`src/hw/rtl/ssp_pkg.sv`:
```
// ssp_pkg: word types, status struct and fixed constants of the spike snippet packetizer
// no dependencies; imported by ssp_front, ssp_queue and spike_snippet_packetizer
package ssp_pkg;

   localparam int RING_DEPTH      = 32;
   localparam int SLOT_W          = 5;
   localparam int COUNT_W         = 4;
   localparam int WORD_W          = 33;
   localparam int NUM_CHANNELS    = 32;
   localparam int PRE_LEN         = 8;
   localparam int SPIKE_LEN       = 19;
   localparam int QUEUE_DEPTH_DEF = 4;

   typedef struct packed {
      logic [4:0]        channel;
      logic signed [31:0] frame;
      logic [32:0]       sample_word;
   } ssp_req_type;

   typedef struct packed {
      logic [4:0]        out_channel;
      logic              pre_valid;
      logic [3:0]        pre_index;
      logic [32:0]       pre_word;
      logic              pre_last;
      logic              post_valid;
      logic [4:0]        post_index;
      logic [32:0]       post_word;
      logic              post_last;
      logic              stamp_valid;
      logic signed [31:0] stamp_frame;
      logic [31:0]       busy_flags;
   } ssp_rsp_type;

   typedef struct packed {
      logic clearing;
      logic inflight;
   } ssp_front_status_type;

endpackage

```
`src/hw/rtl/ssp_queue.sv`:
```
// ssp_queue: short result queue between the front and the result port
// depends on ssp_pkg
module ssp_queue #(
   parameter int DEPTH = ssp_pkg::QUEUE_DEPTH_DEF
) (
   input  logic                       clock,
   input  logic                       reset,
   input  logic                       push,
   input  ssp_pkg::ssp_rsp_type       push_data,
   input  logic                       pop,
   output ssp_pkg::ssp_rsp_type       pop_data,
   output logic                       empty,
   output logic [$clog2(DEPTH+1)-1:0] count
);
   import ssp_pkg::*;

   localparam int PTR_W = (DEPTH > 1) ? $clog2(DEPTH) : 1;
   localparam int CNT_W = $clog2(DEPTH + 1);

   ssp_rsp_type      mem_ff [DEPTH];
   logic [PTR_W-1:0] wr_ptr_ff;
   logic [PTR_W-1:0] rd_ptr_ff;
   logic [CNT_W-1:0] count_ff;
   logic [PTR_W-1:0] wr_ptr_in;
   logic [PTR_W-1:0] rd_ptr_in;
   logic [CNT_W-1:0] count_in;

   assign wr_ptr_in = (wr_ptr_ff == PTR_W'(DEPTH - 1)) ? '0 : wr_ptr_ff + PTR_W'(1);
   assign rd_ptr_in = (rd_ptr_ff == PTR_W'(DEPTH - 1)) ? '0 : rd_ptr_ff + PTR_W'(1);
   assign count_in  = count_ff + CNT_W'(push) - CNT_W'(pop);

   always_ff @(posedge clock) begin
      if (reset) begin
         wr_ptr_ff <= '0;
         rd_ptr_ff <= '0;
         count_ff  <= '0;
      end else begin
         if (push) begin
            mem_ff[wr_ptr_ff] <= push_data;
            wr_ptr_ff         <= wr_ptr_in;
         end
         if (pop) begin
            rd_ptr_ff <= rd_ptr_in;
         end
         count_ff <= count_in;
      end
   end

   assign pop_data = mem_ff[rd_ptr_ff];
   assign empty    = (count_ff == '0);
   assign count    = count_ff;

   a_no_overflow: assert property (@(posedge clock) disable iff (reset)
      push |-> (int'(count_ff) < DEPTH))
      else $error("word pushed into a full result queue");

   a_no_underflow: assert property (@(posedge clock) disable iff (reset)
      pop |-> (count_ff != '0))
      else $error("word popped from an empty result queue");

   a_count_bounded: assert property (@(posedge clock) disable iff (reset)
      int'(count_ff) <= DEPTH)
      else $error("result queue holds more words than its depth");

endmodule

```
`config.mk`:
```
export PLATFORM = sky130hd
export DESIGN_NAME = ssp_queue
export DESIGN_NICKNAME = d
export VERILOG_FILES = /design/src/hw/rtl/ssp_pkg.sv /design/src/hw/rtl/ssp_queue.sv
export SDC_FILE = /design/constraint.sdc
export NUM_CORES = 1
export LEC_CHECK = 0
export BUFFER_PORTS_ARGS = -buffer_cell sky130_fd_sc_hd__buf_4
export CAP_MARGIN = 25
export CORE_MARGIN = 2
export CORE_UTILIZATION = 40
export DETAILED_ROUTE_END_ITERATION = 10
export SKIP_LAST_GASP = 1
export SYNTH_ARGS = -nofsm -noshare
export SYNTH_HDL_FRONTEND = slang
export SYNTH_SLANG_ARGS = --single-unit
export TNS_END_PERCENT = 5
```
`constraint.sdc`:
```
create_clock -name clock -period 7.3 [get_ports clock]
set_clock_uncertainty 0.2 [all_clocks]
set_input_delay 1.095 -clock clock [delete_from_list [all_inputs] [get_ports clock]]
set_output_delay 1.095 -clock clock [all_outputs]
set_load 0.05 [all_outputs]
```
==> results of run 1 <==
==> routing by layer <==
| layer | wire length (um) | track usage, % | vias to the layer above |
|---|---|---|---|
| met5 | 11 | 0 | - |
| met4 | 957 | 4.375 | 2 |
| met3 | 3269 | 5.588 | 81 |
| met2 | 20690 | 23.71 | 276 |
| met1 | 18330 | 20.46 | 5083 |
| li1 | - | - | 4259 |
==> through the flow <==
stage | worst slack [ns] | util (%) | area [sq um] | power (mW)
floorplan | 1.853 | - | 21960 | 4.643
global placement | 3.421 | 46.28 | 25010 | 4.945
finish | 2.954 | 50.09 | 27060 | 7.997
detailed placement | 3.396 | 46.28 | 25010 | 4.958
CTS | 2.744 | 50.07 | 27050 | 8.124
global route | 2.634 | 50.07 | 27050 | 8.297
==> cells in the final DEF, fill, tap and decap left out, types with 3 or more instances in the layout <==
cell / Yosys / final
edfxtp_1: 596 / 596
buf_4: 3 / 306
mux4_2: 149 / 149
clkbuf_16: 0 / 71
clkbuf_1: 1 / 17
clkinv_1: 0 / 12
ha_1: 7 / 7
clkinv_2: 0 / 7
dfxtp_1: 9 / 7
buf_12: 0 / 6
inv_1: 5 / 5
and2_4: 0 / 4
nor2_1: 4 / 4
diode_2: 0 / 3
clkbuf_8: 0 / 3
==> final timing paths <==
kind	startpoint	to	slack, ns	cells after the start
setup / recovery	register	pop_data[131]	2.95	3
hold / removal	rd_ptr_ff[0]$_SDFFE_PP0P_	register	0.31	2
setup reg to reg	wr_ptr_ff[0]$_SDFFE_PP0P_	mem_ff[2][57]$_DFFE_PP_	5.09	4
hold reg to reg	rd_ptr_ff[0]$_SDFFE_PP0P_	register	0.31	2
==> power by group through the flow <==
stage / Clock, mW / Sequential, mW / Combinational, mW
floorplan: 0 / 4.03 / 0.611
global placement: 0 / 4.02 / 0.925
detailed placement: 0 / 4.02 / 0.934
CTS: 3.24 / 3.95 / 0.936
global route: 3.37 / 3.96 / 0.967
finish: 3.13 / 3.95 / 0.919
==> registers in the layout, indices dropped and copies added, names as in the netlist, named ones only <==
name / count
mem_ff: 596
rd_ptr_ff: 2
count: 3
wr_ptr_ff: 2
==> layout make-up <==
cell class | instances | area (sq um)
well taps | 696 | 870.8
clock buffers | 91 | 1882
diodes | 3 | 7.507
multi-input cells | 177 | 3613
clock inverters | 24 | 165.2
repair buffers | 312 | 2417
inverters | 5 | 18.77
flip-flops and latches | 605 | 18080
fillers | 4353 | 26970
==> cells by family after synthesis <==
logic type	share of synthesized area, %
simple gates	0.3987
compound gates	0.04558
fa+ha+maj	0.4899
xor+xnor	0.1025
buf+inv	1.287
mux	15.37
flops	82.31
==> worst min-delay path: stages, from the launching register on <==
cell and delay [ns]:
dfxtp_1 0.32, nand2b_1 0.07, a21oi_1 0.08
==> flow_summary.yaml, run 1 <==
power:
  p_seq_share_pct: 49.4
  vdd_drop_max_mv: 0.2529
  internal_power_mw: 6.112
  power_frac_comb_pct: 11.5
  clock_power_share_pct: 39.1
  p_sw_share_pct: 23.57
  p_switching_mw: 1.885
  p_leak_nw: 8.966
  power_density_nw_per_um2: 295.5
global_route:
  overflow: 0
  grt_pass1_wl_um: 64450
  grt_usage_pct: 15.30
  grt_antenna_before_repair: 4
  grt_pass1_vias: 10390
  grt_max_degree: 150
floorplan:
  initial_core_util_pct: 40.65
  chipWidth_um: 238.3
  row_count: 85
  coreArea_sq_um: 54030
  pin_count: 306
  die_h_um: 238.3
  die-area_sq_um: 56800
worst_setup_path:
  critPathCaptureType: "output pin"
  critical_path_buf_inv_count: 2
  cpMaxStageDelayCell: "dfxtp_4"
  critPathRequiredTime_ns: 6.00
  worstPathArrival_ns: 3.05
  critPathLaunchType: "register"
  path_delay_family: "flip-flops"
  crit_chain: "buf_12, mux4_2, buf_4"
  crit_type: "reg2out"
  crit_path_max_fanout: 87
  slowest_delay_ns: 0.87
detailed_routing:
  routed_via_density: 5.071
  drt-total-wl_um: 43270
  drcViolationCount: 0
  dr.pass1.iters: 4
  vias: 9701
  routedWlPerCell_um: 22.62
  drt_iter0_drc: 442
  ant_nets: 0
cells_and_area:
  layout-drive-gt1-share_pct: 45.72
  fin_cells: 1913
  area_delta_synth_final_pct: 23.20
  fin_nets: 1329
timing:
  finalHoldViolCount: 0
  max_freq_mhz: 230.1
  whs_ns: 0.3058
  fin_crit_sh_pct: 59.54
  rsz0062_at_grt: "false"
  relSlewSlack_pct: 26.96
  slew_violations: 0
  fin_crit_ns: 4.346
  worstMarginPinSlew_ns: 1.096
  fin_tns_setup_ns: 0
  setup_viol: 0
logic_synthesis:
  synth-main-ff-cell: "edfxtp_1"
  syn_area_sq_um: 21960
  synth_warnings: 0
  synth_edf_count: 596
  syn_avg_cell_area_sq_um: 26.75
  synth_top_area_share_pct: 81.49
  yosysTopAreaCell: "edfxtp_1"
  synth.area.top_cells: "edfxtp_1, mux4_2, dfxtp_1"
  synthesis.instances: 821
  ys_ff_latch: 605
  synthArstFlopShare_pct: 0
  ys_seq_area_share_pct: 82.31
  synth_nets: 982
  synth_most_common_cell: "edfxtp_1"
  synthTopCellsByCount: "edfxtp_1, mux4_2, buf_2"
  synth_cell_types: 19
placement:
  dpl.hpwl_um: 23260
  gp_congestion: 0.6821
  place.port_buffers: 305
  placedCellCount: 1795
clock_tree:
  numCtsBuffers: 67
  cts_htree_levels: 3
  post_cts_buffers: 0
  clk_pin_slew_ns: 0.06
  postCtsHoldBufs: 0
  cts_tree: "done"
  clkLatencyLatePin_ns: 0.57
  clock_sinks: 605
  cts_resized: 0
  ctsRootBufferMaster: "clkbuf_16"
  clockBufferDepth: 3
run_status:
  status: "complete, no violations"
flow_run:
  cap_violations: 0
worst_hold_path:
  hold_class: "reg2reg"
(Power assumes the default switching activity.)
==> inputs of run 2 (changes only) <==
- clock period: 7.3 -> 3.8 ns (I/O delays scaled with it)
==> run 2 against run 1 <==
Final cell count up 9.9%. Wire length up 5.3%. Non-clock buffer count up 196. Total power up 90%. Largest power group unchanged.
==> flow_summary.yaml, run 2 (synthesis gave the netlist of run 1 again) <==
run_status:
  status: "complete, no violations"
global_route:
  grt_pass1_wl_um: 68860
  grt_antenna_before_repair: 1
  grt_usage_pct: 16.12
  grt_pass1_vias: 11350
  overflow: 0
  grt_max_degree: 41
placement:
  gp_congestion: 0.7033
  place.port_buffers: 305
  dpl.hpwl_um: 28510
  placedCellCount: 1841
timing:
  fin_crit_ns: 3.236
  worstMarginPinSlew_ns: 0.7406
  relSlewSlack_pct: 50.63
  fin_crit_sh_pct: 85.15
  slew_violations: 0
  setup_viol: 0
  whs_ns: 0.07239
  max_freq_mhz: 309.1
  rsz0062_at_grt: "false"
  finalHoldViolCount: 0
worst_setup_path:
  critPathRequiredTime_ns: 3.03
  cpMostUsedCell: "buf_4"
  cpMaxStageDelayCell: "dfxtp_4"
  crit_path_max_fanout: 24
  r2r-end: "mem_ff[2][124]$_DFFE_PP_"
  worstPathArrival_ns: 2.47
  crit_chain: "buf_4, mux4_2, buf_4"
  cp-endpoint: "pop_data[45]"
  critPathLaunchType: "register"
  timing.rr.start: "wr_ptr_ff[0]$_SDFFE_PP0P_"
  slowest_delay_ns: 0.72
  reg2regPathDepth: 4
  critPathCaptureType: "output pin"
  reg2reg_slack_ns: 1.67
  crit_type: "reg2out"
cells_and_area:
  n_fill_cell: 4155
  fin_nets: 1518
  fin_cells: 2102
  largest-register: "mem_ff"
  final_cell_mix: "edfxtp_1, buf_4, dlygate4sd3_1"
  largest_reg_flops: 596
  final_common_cell: "edfxtp_1"
  layout-drive-gt1-share_pct: 42.21
  area_delta_synth_final_pct: 31.82
floorplan:
  pin_count: 306
  chipWidth_um: 238.3
  die_h_um: 238.3
  row_count: 85
  coreArea_sq_um: 54030
  die-area_sq_um: 56800
  initial_core_util_pct: 40.65
detailed_routing:
  vias: 10410
  drcViolationCount: 0
  routed_via_density: 4.950
  ant_nets: 0
  routedWlPerCell_um: 21.67
  drt_iter0_drc: 640
  drt-total-wl_um: 45540
  dr.pass1.iters: 4
power:
  p_leak_nw: 9.800
  power_density_nw_per_um2: 524.8
  vdd_drop_max_mv: 0.3624
clock_tree:
  clockBufferDepth: 3
  clkLatencyLatePin_ns: 0.60
  ctsRootBufferMaster: "clkbuf_16"
  cts_htree_levels: 2
  cts_resized: 0
  clock_sinks: 605
  clk_pin_slew_ns: 0.06
  cts_tree: "done"
  numCtsBuffers: 60
flow_run:
  cap_violations: 0
worst_hold_path:
  hold_class: "in2reg"
-- run 2: changes by cell type in the layout (fill, tap and decap cells not counted) --
cell,previous run,this run
diode_2,3,1
clkbuf_8,3,0
buf_4,306,334
clkbuf_16,71,61
buf_12,6,24
dlygate4sd3_1,0,150
clkinv_1,12,22
clkinvlp_4,1,3
bufinv_16,2,5
clkbuf_1,17,10
-- run 2: worst min-delay path by stage --
stage / startpoint / end / slack (ns) / cells past startpoint
finish: push / wr_ptr_ff[1]$_SDFFE_PP0P_ / 0.07 / 3
global route: push / wr_ptr_ff[1]$_SDFFE_PP0P_ / 0.05 / 3
CTS: push / wr_ptr_ff[1]$_SDFFE_PP0P_ / 0.03 / 3
detailed placement: rd_ptr_ff[0]$_SDFFE_PP0P_ / register / 0.30 / 2
global placement: rd_ptr_ff[0]$_SDFFE_PP0P_ / register / 0.28 / 2
floorplan: rd_ptr_ff[0]$_SDFFE_PP0P_ / register / 0.27 / 2
-- run 2: through the flow --
step / util [%] / setup WS (ns) / TNS, ns / power, mW / instance area [sq um]
global placement: 47.34 / 1.138 / 0 / 9.573 / 25580
global route: 53.58 / 0.3782 / 0 / 15.74 / 28950
finish: 53.59 / 0.5643 / 0 / 15.19 / 28950
CTS: 53.58 / 0.4430 / 0 / 15.38 / 28950
detailed placement: 47.34 / 1.111 / 0 / 9.599 / 25580
floorplan: - / -1.121 / -501.21 / 8.913 / 21960
-- run 2: area by class of cell --
class | instances | area (sq um) | area share (%)
Sequential cell | 605 | 18080 | 62.47
Timing Repair Buffer | 508 | 4489 | 15.51
Multi-Input combinational cell | 177 | 3613 | 12.48
Clock buffer | 71 | 1564 | 5.402
Tap cell | 696 | 870.8 | 3.008
Clock inverter | 39 | 307.8 | 1.063
Inverter | 5 | 18.77 | 0.06483
Antenna cell | 1 | 2.502 | 0.008643
-- run 2: what timing repair did --
item | CTS | global route
hold endpoints to repair | 605 | 0
hold buffers | 150 | 0
setup buffers | 0 | 0
endpoints found under the setup margin | 0 | 0
-- run 2: power by group --
| group | internal (mW) | leakage [nW] | switching [mW] |
|---|---|---|---|
| logic | 0.790 | 3.40 | 1.18 |
| clock network | 3.25 | 0.906 | 2.39 |
| registers | 7.51 | 5.49 | 0.0722 |
| total | 11.6 | 9.80 | 3.64 |
-- run 2: critical path: cells and delay by family (launching register included) --
family / cells / cell delay (ns)
multiplexers: 1 / 0.55
flip-flops: 1 / 0.72
buffers and inverters: 2 / 0.58
-- run 2: routing by layer --
layer	wire length (um)	track usage, %	vias to the layer above
met5	11	0	-
met3	2650	4.280	64
met2	22590	26.67	277
met1	19370	21.37	5421
met4	920	4.110	2
li1	-	-	4641
==> inputs of run 3 (changes only) <==
- CORE_UTILIZATION: 40 -> 61
- PLACE_DENSITY: default -> 0.84
- clock period: 3.8 -> 4 ns (I/O delays scaled with it)
==> run 3 against run 2 <==
Sequential cell count did not move. Die area decreased by 34%. Critical path type unchanged. Utilization rose by 25 points. Worst hold slack lost 0.038 ns. Count of clock-buffer cells in the layout is 5 higher. Sequential share of layout area up 2.1 points. Critical path depth is the same. Largest power group unchanged. Register-to-register slack better by 0.40 ns. First-iteration DRC count grew 49%.
==> flow_summary.yaml, run 3 (synthesis gave the netlist of run 1 again) <==
run_status:
  status: "complete, no violations"
worst_setup_path:
  cpMaxStageDelayCell: "dfxtp_4"
  critPathRequiredTime_ns: 3.20
  slowest_delay_ns: 0.78
  reg2regPathDepth: 8
  crit_type: "reg2out"
  worstPathArrival_ns: 2.58
  timing.rr.start: "count[0]$_SDFF_PP0_"
  reg2reg_slack_ns: 2.07
  critPathCaptureType: "output pin"
  cpMostUsedCell: "buf_4"
  crit_chain: "buf_4, mux4_2, buf_4"
  critPathLaunchType: "register"
  crit_path_max_fanout: 31
  r2r-end: "count[2]$_SDFF_PP0_"
detailed_routing:
  ant_nets: 0
  drt-total-wl_um: 47020
  routedWlPerCell_um: 25.88
  dr.pass1.iters: 5
  vias: 10700
  drcViolationCount: 0
  routed_via_density: 5.890
  drt_iter0_drc: 951
cells_and_area:
  largest-register: "mem_ff"
  final_common_cell: "edfxtp_1"
  utilization_pct: 78.99
  seqCellArea_sq_um: 18080
  n_fill_cell: 1640
  layout-drive-gt1-share_pct: 41.60
  fin_nets: 1466
  final_cell_mix: "edfxtp_1, buf_4, mux4_2"
  fin_cells: 1817
  largest_reg_flops: 596
  area_delta_synth_final_pct: 27.61
  fin_area_sq_um: 28030
  multi_input_area_sq_um: 3613
worst_hold_path:
  hold_path_end: "mem_ff[1][127]$_DFFE_PP_"
  hp-start: "push_data[127]"
  whs_path_depth: 1
  hold_class: "in2reg"
clock_tree:
  clock_sinks: 605
  clk_pin_slew_ns: 0.07
  numCtsBuffers: 56
  cts_htree_levels: 2
  ctsRootBufferMaster: "clkbuf_16"
  cts_tree: "done"
  post_cts_buffers: 0
  clkLatencyLatePin_ns: 0.58
  clockBufferDepth: 3
timing:
  fin_crit_ns: 3.385
  slew_violations: 0
  fin_ws_ns: 0.6154
  max_freq_mhz: 295.5
  rsz0062_at_grt: "false"
  fin_tns_setup_ns: 0
  setup_viol: 0
  worstMarginPinSlew_ns: 0.7065
  finalHoldViolCount: 0
  fin_crit_sh_pct: 84.61
  relSlewSlack_pct: 52.90
  whs_ns: 0.03464
placement:
  gp_congestion: 0.7294
  placedCellCount: 1572
  dpl.hpwl_um: 24610
  place.port_buffers: 305
  place_area_sq_um: 24900
  pre_cts_ws_ns: 1.200
global_route:
  grt_max_degree: 88
  grt_pass1_vias: 11560
  grt_antenna_before_repair: 6
  overflow: 0
  grt_usage_pct: 25.49
  grt_pass1_wl_um: 70700
floorplan:
  die-area_sq_um: 37540
  initial_core_util_pct: 61.90
  chipWidth_um: 193.8
  die_h_um: 193.8
  coreArea_sq_um: 35480
  pin_count: 306
  row_count: 69
power:
  power_density_nw_per_um2: 504.7
  power.total_mw: 14.15
  p_leak_nw: 9.490
  vdd_drop_max_mv: 0.5623
flow_run:
  cap_violations: 0
==> run 3: layout make-up <==
type,count,area share [%]
Antenna cell,5,0.04464
Clock buffer,76,5.486
Clock inverter,28,0.7678
Inverter,5,0.06696
Multi-Input combinational cell,177,12.89
Sequential cell,605,64.52
Tap cell,461,2.058
Timing Repair Buffer,460,14.16
==> run 3: worst max path at each step <==
stage                        start                     end  cells past startpoint
after floorplan               push  mem_ff[1][0]$_DFFE_PP_                      2
after global placement    register           pop_data[138]                      3
after detailed placement  register           pop_data[138]                      3
after CTS                 register            pop_data[27]                      3
after global routing      register            pop_data[27]                      3
final                     register            pop_data[27]                      3
==> run 3: timing repair <==
action | in CTS | in global routing
resized for setup | 0 | 0
endpoints found under the setup margin | 0 | 0
hold buffers | 136 | 0
hold endpoints to repair | 542 | 0
==> run 3: power by group <==
part,total [mW],internal [mW],switching [mW]
registers,7.22,7.14,0.0819
clock network,5.09,2.88,2.20
logic,1.84,0.711,1.13
==> run 3: per-layer routing <==
metal / track usage [%] / up-vias / routed length, um
li1: - / 4530 / -
met1: 32.90 / 5563 / 17120
met2: 43.08 / 501 / 24720
met3: 5.149 / 107 / 3444
met4: 10.66 / 2 / 1723
met5: 0 / - / 13
==> run 3: worst max-delay path: cells and delay by family (launching register included) <==
kind	cells	cell delay, ns
DFF	1	0.78
buffers and inverters	2	0.59
muxes	1	0.57
